[config.mk]
export PLATFORM = sky130hd
export DESIGN_NAME = thread_table_round_robin
export DESIGN_NICKNAME = d
export VERILOG_FILES = /design/src/ttrr_pkg.sv /design/src/ttrr_mem.sv /design/src/ttrr_ctrl.sv /design/src/thread_table_round_robin.sv
export SDC_FILE = /design/constraint.sdc
export NUM_CORES = 2
export LEC_CHECK = 0
export ABC_AREA = 1
export BUFFER_PORTS_ARGS = -buffer_cell sky130_fd_sc_hd__buf_2
export CAP_MARGIN = 10
export CORE_MARGIN = 5
export CORE_UTILIZATION = 40
export CTS_BUF_LIST = sky130_fd_sc_hd__clkbuf_16
export CTS_CLUSTER_SIZE = 8
export DETAILED_ROUTE_END_ITERATION = 10
export GPL_ROUTABILITY_DRIVEN = 0
export SKIP_CTS_REPAIR_TIMING = 1
export SYNTH_ARGS = -nofsm -noshare
export SYNTH_HDL_FRONTEND = slang
export SYNTH_SLANG_ARGS = --single-unit
[constraint.sdc]
create_clock -name clk -period 16.9 [get_ports clk]
set_input_delay 1.69 -clock clk [delete_from_list [all_inputs] [get_ports clk]]
set_output_delay 1.69 -clock clk [all_outputs]
set_load 0.05 [all_outputs]
[src/ttrr_pkg.sv]
// Package for the round-robin thread table: codes, reset values, shared types.
// No dependencies; used by every module of the block.
package ttrr_pkg;

  localparam int THREAD_SLOTS_DEF = 16;
  localparam int ADDR_W           = 32;
  localparam int WORDS_W          = 17;
  localparam int SLOT_W           = 4;
  localparam int CFG_IDX_W        = 2;

  localparam logic [ADDR_W-1:0]  WORD_BYTES    = 32'd4;
  localparam logic [ADDR_W-1:0]  RST_FIRST_TOP = 32'd536879104;
  localparam logic [ADDR_W-1:0]  RST_FIRST_BOT = 32'd536875008;
  localparam logic [WORDS_W-1:0] RST_WORDS     = 17'd1024;

  typedef enum logic [1:0] {
    OP_INIT,
    OP_CREATE,
    OP_LOG,
    OP_SWITCH
  } op_t;

  typedef enum logic [1:0] {
    ST_OK,
    ST_FULL,
    ST_NO_MATCH
  } status_t;

  typedef enum logic [CFG_IDX_W-1:0] {
    CFG_FIRST_TOP,
    CFG_FIRST_BOTTOM,
    CFG_STACK_WORDS
  } cfg_reg_t;

  typedef enum logic [2:0] {
    S_IDLE,
    S_CR_CALC,
    S_CR_WR,
    S_LOG,
    S_SW_RD,
    S_SW_OUT
  } state_t;

  typedef struct packed {
    logic rd_en;
    logic wr_en;
  } mem_ctl_t;

  typedef struct packed {
    logic [ADDR_W-1:0]  first_top;
    logic [ADDR_W-1:0]  first_bottom;
    logic [WORDS_W-1:0] stack_words;
  } cfg_t;

endpackage

[src/ttrr_mem.sv]
// Slot memory: one entry per slot holding {stack top, stack bottom}.
// Depends on ttrr_pkg. One read port with registered data, one write port.
module ttrr_mem #(
  parameter int DEPTH = ttrr_pkg::THREAD_SLOTS_DEF,
  localparam int IDX_W = $clog2(DEPTH)
) (
  input  logic                        clk,
  input  logic                        rst,
  input  ttrr_pkg::mem_ctl_t          ctl,
  input  logic [IDX_W-1:0]            rd_idx,
  input  logic [IDX_W-1:0]            wr_idx,
  input  logic [ttrr_pkg::ADDR_W-1:0] wr_top,
  input  logic [ttrr_pkg::ADDR_W-1:0] wr_bot,
  output logic [ttrr_pkg::ADDR_W-1:0] rd_top,
  output logic [ttrr_pkg::ADDR_W-1:0] rd_bot
);

  logic [2*ttrr_pkg::ADDR_W-1:0] mem [DEPTH];
  logic [2*ttrr_pkg::ADDR_W-1:0] rd_data;
  logic                          entry0_written;
  logic                          rd_dflt;

  always_ff @(posedge clk) begin
    if (ctl.wr_en) begin
      mem[wr_idx] <= {wr_top, wr_bot};
    end
    if (ctl.rd_en) begin
      rd_data <= mem[rd_idx];
    end
  end

  // entry 0 reads as the reset thread until first written
  always_ff @(posedge clk) begin
    if (rst) begin
      entry0_written <= 1'b0;
      rd_dflt        <= 1'b0;
    end else begin
      if (ctl.wr_en && (wr_idx == '0)) begin
        entry0_written <= 1'b1;
      end
      if (ctl.rd_en) begin
        rd_dflt <= (rd_idx == '0) && !entry0_written;
      end
    end
  end

  assign rd_top = rd_dflt ? ttrr_pkg::RST_FIRST_TOP
                          : rd_data[2*ttrr_pkg::ADDR_W-1:ttrr_pkg::ADDR_W];
  assign rd_bot = rd_dflt ? ttrr_pkg::RST_FIRST_BOT : rd_data[ttrr_pkg::ADDR_W-1:0];

endmodule

[src/ttrr_ctrl.sv]
// Sequencer for init, create, log and switch; holds used flags and thread state.
// Depends on ttrr_pkg; drives the slot memory in ttrr_mem.
module ttrr_ctrl #(
  parameter int SLOTS = ttrr_pkg::THREAD_SLOTS_DEF,
  localparam int IDX_W = $clog2(SLOTS),
  localparam int CNT_W = $clog2(SLOTS + 1)
) (
  input  logic                        clk,
  input  logic                        rst,
  input  logic                        start,
  output logic                        busy,
  input  logic [1:0]                  op,
  input  logic [ttrr_pkg::ADDR_W-1:0] addr,
  input  ttrr_pkg::cfg_t              cfg,
  output ttrr_pkg::mem_ctl_t          mem_ctl,
  output logic [IDX_W-1:0]            mem_rd_idx,
  output logic [IDX_W-1:0]            mem_wr_idx,
  output logic [ttrr_pkg::ADDR_W-1:0] mem_wr_top,
  output logic [ttrr_pkg::ADDR_W-1:0] mem_wr_bot,
  input  logic [ttrr_pkg::ADDR_W-1:0] mem_rd_top,
  input  logic [ttrr_pkg::ADDR_W-1:0] mem_rd_bot,
  output logic                        done,
  output logic [ttrr_pkg::ADDR_W-1:0] stack_addr,
  output logic [ttrr_pkg::SLOT_W-1:0] slot,
  output logic [1:0]                  status
);

  ttrr_pkg::state_t state, state_next;

  logic [SLOTS-1:0]            used, used_next;
  logic [ttrr_pkg::ADDR_W-1:0] next_free, next_free_next;
  logic [IDX_W-1:0]            cur, cur_next;
  logic [CNT_W-1:0]            active, active_next;
  logic [ttrr_pkg::ADDR_W-1:0] addr_r, addr_r_next;
  logic [ttrr_pkg::ADDR_W-1:0] bottom_r, bottom_r_next;
  logic [IDX_W-1:0]            free_r, free_r_next;
  logic [CNT_W-1:0]            issue, issue_next;
  logic                        p_vld, p_vld_next;
  logic [IDX_W-1:0]            p_idx, p_idx_next;
  logic                        done_next;
  logic [ttrr_pkg::ADDR_W-1:0] res_addr, res_addr_next;
  logic [ttrr_pkg::SLOT_W-1:0] res_slot, res_slot_next;
  ttrr_pkg::status_t           res_status, res_status_next;

  logic                        accept;
  logic [IDX_W-1:0]            free_idx;
  logic                        full;
  logic [ttrr_pkg::ADDR_W-1:0] words_bytes;
  logic                        match;
  logic [CNT_W-1:0]            cur_inc;

  assign busy   = (state != ttrr_pkg::S_IDLE);
  assign accept = start && !busy;
  assign full   = &used;

  always_comb begin
    free_idx = '0;
    for (int i = SLOTS - 1; i >= 0; i--) begin
      if (!used[i]) begin
        free_idx = IDX_W'(i);
      end
    end
  end

  assign words_bytes = {(ttrr_pkg::ADDR_W - ttrr_pkg::WORDS_W - 2)'(0), cfg.stack_words, 2'b00};
  assign match   = used[p_idx] && (addr_r <= mem_rd_top) && (addr_r >= mem_rd_bot);
  assign cur_inc = CNT_W'(cur) + CNT_W'(1);

  always_ff @(posedge clk) begin
    if (rst) begin
      state <= ttrr_pkg::S_IDLE;
    end else begin
      state <= state_next;
    end
  end

  always_comb begin
    state_next      = state;
    used_next       = used;
    next_free_next  = next_free;
    cur_next        = cur;
    active_next     = active;
    addr_r_next     = addr_r;
    bottom_r_next   = bottom_r;
    free_r_next     = free_r;
    issue_next      = issue;
    p_vld_next      = 1'b0;
    p_idx_next      = p_idx;
    done_next       = 1'b0;
    res_addr_next   = res_addr;
    res_slot_next   = res_slot;
    res_status_next = res_status;
    mem_ctl         = '0;
    mem_rd_idx      = cur;
    mem_wr_idx      = '0;
    mem_wr_top      = cfg.first_top;
    mem_wr_bot      = cfg.first_bottom;

    unique case (state)
      ttrr_pkg::S_IDLE: begin
        if (accept) begin
          addr_r_next = addr;
          issue_next  = '0;
          unique case (ttrr_pkg::op_t'(op))
            ttrr_pkg::OP_INIT: begin
              mem_ctl.wr_en   = 1'b1;
              used_next       = SLOTS'(1);
              next_free_next  = cfg.first_bottom - ttrr_pkg::WORD_BYTES;
              cur_next        = '0;
              active_next     = CNT_W'(1);
              done_next       = 1'b1;
              res_addr_next   = '0;
              res_slot_next   = '0;
              res_status_next = ttrr_pkg::ST_OK;
            end
            ttrr_pkg::OP_CREATE: state_next = ttrr_pkg::S_CR_CALC;
            ttrr_pkg::OP_LOG:    state_next = ttrr_pkg::S_LOG;
            ttrr_pkg::OP_SWITCH: state_next = ttrr_pkg::S_SW_RD;
            default:             state_next = ttrr_pkg::S_IDLE;
          endcase
        end
      end
      ttrr_pkg::S_CR_CALC: begin
        if (full) begin
          done_next       = 1'b1;
          res_addr_next   = '0;
          res_slot_next   = '0;
          res_status_next = ttrr_pkg::ST_FULL;
          state_next      = ttrr_pkg::S_IDLE;
        end else begin
          bottom_r_next = next_free - words_bytes;
          free_r_next   = free_idx;
          state_next    = ttrr_pkg::S_CR_WR;
        end
      end
      ttrr_pkg::S_CR_WR: begin
        mem_ctl.wr_en         = 1'b1;
        mem_wr_idx            = free_r;
        mem_wr_top            = next_free;
        mem_wr_bot            = bottom_r;
        used_next[free_r]     = 1'b1;
        next_free_next        = bottom_r - ttrr_pkg::WORD_BYTES;
        if (active < CNT_W'(SLOTS)) begin
          active_next = active + CNT_W'(1);
        end
        done_next       = 1'b1;
        res_addr_next   = next_free;
        res_slot_next   = ttrr_pkg::SLOT_W'(free_r);
        res_status_next = ttrr_pkg::ST_OK;
        state_next      = ttrr_pkg::S_IDLE;
      end
      ttrr_pkg::S_LOG: begin
        // reads issue one per cycle; the compare follows in the cycle after each read
        mem_rd_idx = issue[IDX_W-1:0];
        if (issue < active) begin
          mem_ctl.rd_en = 1'b1;
          p_vld_next    = 1'b1;
          p_idx_next    = issue[IDX_W-1:0];
          issue_next    = issue + CNT_W'(1);
        end
        if (p_vld && match) begin
          mem_ctl.wr_en   = 1'b1;
          mem_wr_idx      = p_idx;
          mem_wr_top      = addr_r;
          mem_wr_bot      = mem_rd_bot;
          done_next       = 1'b1;
          res_addr_next   = '0;
          res_slot_next   = ttrr_pkg::SLOT_W'(p_idx);
          res_status_next = ttrr_pkg::ST_OK;
          state_next      = ttrr_pkg::S_IDLE;
        end else if (!mem_ctl.rd_en && !p_vld) begin
          done_next       = 1'b1;
          res_addr_next   = '0;
          res_slot_next   = '0;
          res_status_next = ttrr_pkg::ST_NO_MATCH;
          state_next      = ttrr_pkg::S_IDLE;
        end
      end
      ttrr_pkg::S_SW_RD: begin
        mem_ctl.rd_en = 1'b1;
        state_next    = ttrr_pkg::S_SW_OUT;
      end
      ttrr_pkg::S_SW_OUT: begin
        cur_next        = (cur_inc == active) ? '0 : cur_inc[IDX_W-1:0];
        done_next       = 1'b1;
        res_addr_next   = mem_rd_top;
        res_slot_next   = ttrr_pkg::SLOT_W'(cur);
        res_status_next = ttrr_pkg::ST_OK;
        state_next      = ttrr_pkg::S_IDLE;
      end
      default: state_next = ttrr_pkg::S_IDLE;
    endcase
  end

  always_ff @(posedge clk) begin
    if (rst) begin
      used      <= SLOTS'(1);
      next_free <= ttrr_pkg::RST_FIRST_BOT - ttrr_pkg::WORD_BYTES;
      cur       <= '0;
      active    <= CNT_W'(1);
      p_vld     <= 1'b0;
      done      <= 1'b0;
    end else begin
      used      <= used_next;
      next_free <= next_free_next;
      cur       <= cur_next;
      active    <= active_next;
      p_vld     <= p_vld_next;
      done      <= done_next;
    end
    addr_r     <= addr_r_next;
    bottom_r   <= bottom_r_next;
    free_r     <= free_r_next;
    issue      <= issue_next;
    p_idx      <= p_idx_next;
    res_addr   <= res_addr_next;
    res_slot   <= res_slot_next;
    res_status <= res_status_next;
  end

  assign stack_addr = res_addr;
  assign slot       = res_slot;
  assign status     = res_status;

endmodule

[src/thread_table_round_robin.sv]
// Top level of the round-robin thread table: config registers, sequencer, slot memory.
// Depends on ttrr_pkg, ttrr_ctrl and ttrr_mem.
//
// channel   signals                          direction  handshake
// config    cfg_we, cfg_idx, cfg_data        in         taken when cfg_we high
// request   start, busy, op, addr            in         taken when start && !busy
// result    done, stack_addr, slot, status   out        done high for one cycle
//
// Init ends in idle, create runs S_CR_CALC and S_CR_WR, switch S_SW_RD and S_SW_OUT;
// log walks the used slots through the single memory read port, one per cycle.
// Result registers show the answer in the cycle after the last step.
// Synchronous reset restores slot 0 and the register defaults; no clearing pass.
// The result side cannot stall; a new request may start while done is high.
module thread_table_round_robin #(
  parameter int THREAD_SLOTS = ttrr_pkg::THREAD_SLOTS_DEF
) (
  input  logic                           clk,
  input  logic                           rst,
  input  logic                           cfg_we,
  input  logic [ttrr_pkg::CFG_IDX_W-1:0] cfg_idx,
  input  logic [ttrr_pkg::ADDR_W-1:0]    cfg_data,
  input  logic                           start,
  output logic                           busy,
  input  logic [1:0]                     op,
  input  logic [ttrr_pkg::ADDR_W-1:0]    addr,
  output logic                           done,
  output logic [ttrr_pkg::ADDR_W-1:0]    stack_addr,
  output logic [ttrr_pkg::SLOT_W-1:0]    slot,
  output logic [1:0]                     status
);

  localparam int IDX_W = $clog2(THREAD_SLOTS);

  ttrr_pkg::cfg_t              cfg;
  ttrr_pkg::mem_ctl_t          mem_ctl;
  logic [IDX_W-1:0]            mem_rd_idx;
  logic [IDX_W-1:0]            mem_wr_idx;
  logic [ttrr_pkg::ADDR_W-1:0] mem_wr_top;
  logic [ttrr_pkg::ADDR_W-1:0] mem_wr_bot;
  logic [ttrr_pkg::ADDR_W-1:0] mem_rd_top;
  logic [ttrr_pkg::ADDR_W-1:0] mem_rd_bot;

  always_ff @(posedge clk) begin
    if (rst) begin
      cfg.first_top    <= ttrr_pkg::RST_FIRST_TOP;
      cfg.first_bottom <= ttrr_pkg::RST_FIRST_BOT;
      cfg.stack_words  <= ttrr_pkg::RST_WORDS;
    end else if (cfg_we) begin
      case (ttrr_pkg::cfg_reg_t'(cfg_idx))
        ttrr_pkg::CFG_FIRST_TOP:    cfg.first_top    <= cfg_data;
        ttrr_pkg::CFG_FIRST_BOTTOM: cfg.first_bottom <= cfg_data;
        ttrr_pkg::CFG_STACK_WORDS:  cfg.stack_words  <= cfg_data[ttrr_pkg::WORDS_W-1:0];
        default: ;
      endcase
    end
  end

  ttrr_ctrl #(
    .SLOTS(THREAD_SLOTS)
  ) u_ctrl (
    .clk        (clk),
    .rst        (rst),
    .start      (start),
    .busy       (busy),
    .op         (op),
    .addr       (addr),
    .cfg        (cfg),
    .mem_ctl    (mem_ctl),
    .mem_rd_idx (mem_rd_idx),
    .mem_wr_idx (mem_wr_idx),
    .mem_wr_top (mem_wr_top),
    .mem_wr_bot (mem_wr_bot),
    .mem_rd_top (mem_rd_top),
    .mem_rd_bot (mem_rd_bot),
    .done       (done),
    .stack_addr (stack_addr),
    .slot       (slot),
    .status     (status)
  );

  ttrr_mem #(
    .DEPTH(THREAD_SLOTS)
  ) u_mem (
    .clk    (clk),
    .rst    (rst),
    .ctl    (mem_ctl),
    .rd_idx (mem_rd_idx),
    .wr_idx (mem_wr_idx),
    .wr_top (mem_wr_top),
    .wr_bot (mem_wr_bot),
    .rd_top (mem_rd_top),
    .rd_bot (mem_rd_bot)
  );

endmodule
==> impl_metrics.toml <==
[synthesis]
yosys.cell_count.top_type = "edfxtp_1"
yosys-top-cells-count = "edfxtp_1, nor2_1, o21ai_0"
synth_compound_area_frac = 0.137
synth-edff-count = 1203
synth_area_um2 = 56100
synthTopCellsByArea = "edfxtp_1, o21ai_0, dfxtp_1, nor2_1, o221ai_1"
synth_warnings = 0
synth_top_family_by_area = "compound AO/OA/AOI/OAI gates"
synth_cell_types = 52
yosys.area_share.simple = 0.0997
synth_top_cell_area_share = 0.644
synth_top_area_cell = "edfxtp_1"
ys_ff_latch = 1348
ys_async_sr_fraction = 0
synth_xor_area_frac = 0.00828
avgSynthCellArea_um2 = 11.9
synth_fa_ha_area_frac = 0.0211
synth_nets = 4874
synth.area.mux_share = 0
yosys_most_used_dff = "edfxtp_1"
yosysSeqAreaShare = 0.696
synthCells = 4708

[setup_path]
path_cells = "inv_2 -> buf_4 -> nand2_1 -> ha_1 -> nand2_1 -> nor2_1 -> nand4_1 -> nor3_1 -> nand2_1 -> nand3_1 -> nand4_1 -> buf_4 -> o21bai_1 -> nand2_1 -> nor2_4 -> buf_4"
critPathKind = "flip-flop to flip-flop"
crit_fanout = 74
startpoint_type = "flip-flop"
reg2reg_depth = 16
cp_data_arrival_time_ns = 6.15
slowest_delay_ns = 0.94
rr_startpoint = "u_mem.rd_dflt"
cp_common_cell = "nand2_1"
r2r-end = "u_mem.mem[5][59]"
r2r_slack_ns = 11.15
crit_slowest_cell = "nor2_4"
endpoint_kind = "flip-flop"
worst_ep_required_time_ns = 17.31

[timing]
tns_ns = 0
period_share = 0.340
worst_pin_slew_ns = 1.21
slew_headroom = 0.187
setup_slack_ns = 11.15
skew_ns = 0.0333
finalHoldViolations = 0
period_minus_slack_ns = 5.75
rsz0062_at_grt = "false"
drv_slew = 0
setup_viol = 0
clock.fmax_mhz = 174

[route]
post-route-drc-count = 0
wl_per_cell_um = 23.8
ant_nets = 0
vias_per_cell = 5.76
firstDrtPassIters = 6
wl_mm = 160
drt_iter0_markers = 4763
vias = 38900

[finish]
final_nets = 4979
drive_gt1_frac = 0.101
post-route-cell-area_um2 = 63900
num-fill-cells = 12400
antenna_cells = 0
fin_cells = 6751
syn2layout_area_growth_pct = 13.9

[placement]
io_buffer_count = 111
preCtsSetupSlack_ns = 11.15
placed_area_um2 = 58700
dp_cells = 6489
place.detailed.hpwl_mm = 95.9

[cts]
clock-sinks = 1348
cts_buffers = 186
cts_tree = "done"
clk_pin_slew_ns = 0.05
clock_latency_ns = 0.79
clockBufferDepth = 3
clockRootBuffer = "clkbuf_16"
ctsHtreeMaxLevel = 4

[outcome]
status = "finished clean"

[run]
maxCapViolCount = 0

[floorplanning]
die_h_um = 384
die_area_um2 = 148000
ios = 112
initial_core_util = 0.402
fp-row-count = 137
die-width_um = 384
core_um2 = 139000

[pwr]
leakage_nw = 22.3
max-vdd-ir-drop_mv = 0.0871
p_per_area_nw_per_um2 = 147

[global_route]
grt_usage = 0.211
grt_pass1_wl_mm = 236
grt_pass1_vias = 36300
grt_max_degree = 278
antenna_found_initial = 4
grt-ovfl-total = 0

[hold_path]
hp-start = "u_ctrl.next_free[0]"
hold_end = "u_ctrl.bottom_r[0]"
holdCritPathClass = "flip-flop to flip-flop"
min_path_cells = 0
[power by group]
group | switching [W] | internal (W)
combinational | 0.00140 | 0.000468
clock | 0.00135 | 0.00195
sequential | 0.000115 | 0.00413
total | 0.00286 | 0.00655
[worst max-delay path, delay by kind of cell (launching register included)]
family / cells / cell delay [ns]
buffers and inverters: 4 / 1.61
AND/OR/NAND/NOR: 10 / 2.63
flip-flops: 1 / 0.36
AO/OA/AOI/OAI: 1 / 0.29
adder cells (fa/ha/maj): 1 / 0.35
[layout by cell type, fill, tap and decap left out, drive strengths merged, types with 4 or more instances in the layout]
cell | synthesis | final
clkbuf | 175 | 187
dfxtp | 145 | 145
nor4 | 5 | 5
ha | 93 | 93
nor2 | 777 | 777
edfxtp | 1203 | 1203
xnor2 | 21 | 21
o22ai | 148 | 148
o221ai | 159 | 159
a31oi | 4 | 4
nor3 | 30 | 30
buf | 117 | 209
clkinv | 0 | 7
a21oi | 142 | 142
nand2 | 346 | 346
nand4 | 21 | 21
o211ai | 39 | 39
o21ai | 820 | 820
nand3 | 176 | 176
o21bai | 10 | 10
inv | 222 | 278
o21a | 5 | 5
xor2 | 32 | 32
[sequential cells by signal, indices dropped and copies added (netlist names), 16 cells and up]
| register | cells |
|---|---|
| u_mem.mem | 1024 |
| u_ctrl.bottom_r | 32 |
| cfg | 81 |
| u_ctrl.stack_addr | 32 |
| u_mem.rd_data | 64 |
| u_ctrl.addr_r | 32 |
| u_ctrl.used | 16 |
| u_ctrl.next_free | 32 |
[how the worst max path moves through the flow]
stage	from	to	depth (start not counted)
2_1_floorplan	start	u_ctrl.slot[0]	4
3_3_place_gp	u_mem.rd_dflt	u_mem.mem[5][27]	16
3_5_place_dp	u_mem.rd_dflt	u_mem.mem[5][59]	16
4_1_cts	u_mem.rd_dflt	u_mem.mem[5][59]	16
5_1_grt	u_mem.rd_dflt	u_mem.mem[5][62]	16
6_report	u_mem.rd_dflt	u_mem.mem[5][59]	16
[final cells by class]
class	count	area, um2	share of cell area
clock inverter	63	388	0.00607
multi-input combinational	2846	15200	0.238
sequential	1348	39000	0.611
clock buffer	187	4680	0.0733
tap	1876	2350	0.0368
inverter	222	866	0.0136
timing repair buffer	209	1360	0.0212
[per-layer routing]
metal	up-vias	routed length (um)	GRT usage
met4	0	4330	0.0643
met2	1840	72200	0.324
li1	17400	-	-
met5	-	0	0
met1	19400	70000	0.309
met3	274	14000	0.0366
[cell families (layout without fill, tap and decap cells)]
kind of cell	after synthesis	after routing
buffers and inverters	514	681
adder cells (fa/ha/maj)	94	94
AND/OR/NAND/NOR	1362	1362
flip-flops	1348	1348
AO/OA/AOI/OAI	1337	1337
XOR/XNOR	53	53
[through the flow]
stage	total power, W	hold slack [ns]	util
after floorplan	0.00544	0.408	-
after global placement	0.00611	0.411	0.421
after detailed placement	0.00613	0.426	0.421
after CTS	0.00944	0.439	0.458
after global routing	0.00979	0.449	0.458
final	0.00942	0.439	0.458
No activity file was read; power rests on OpenSTA's default activity.
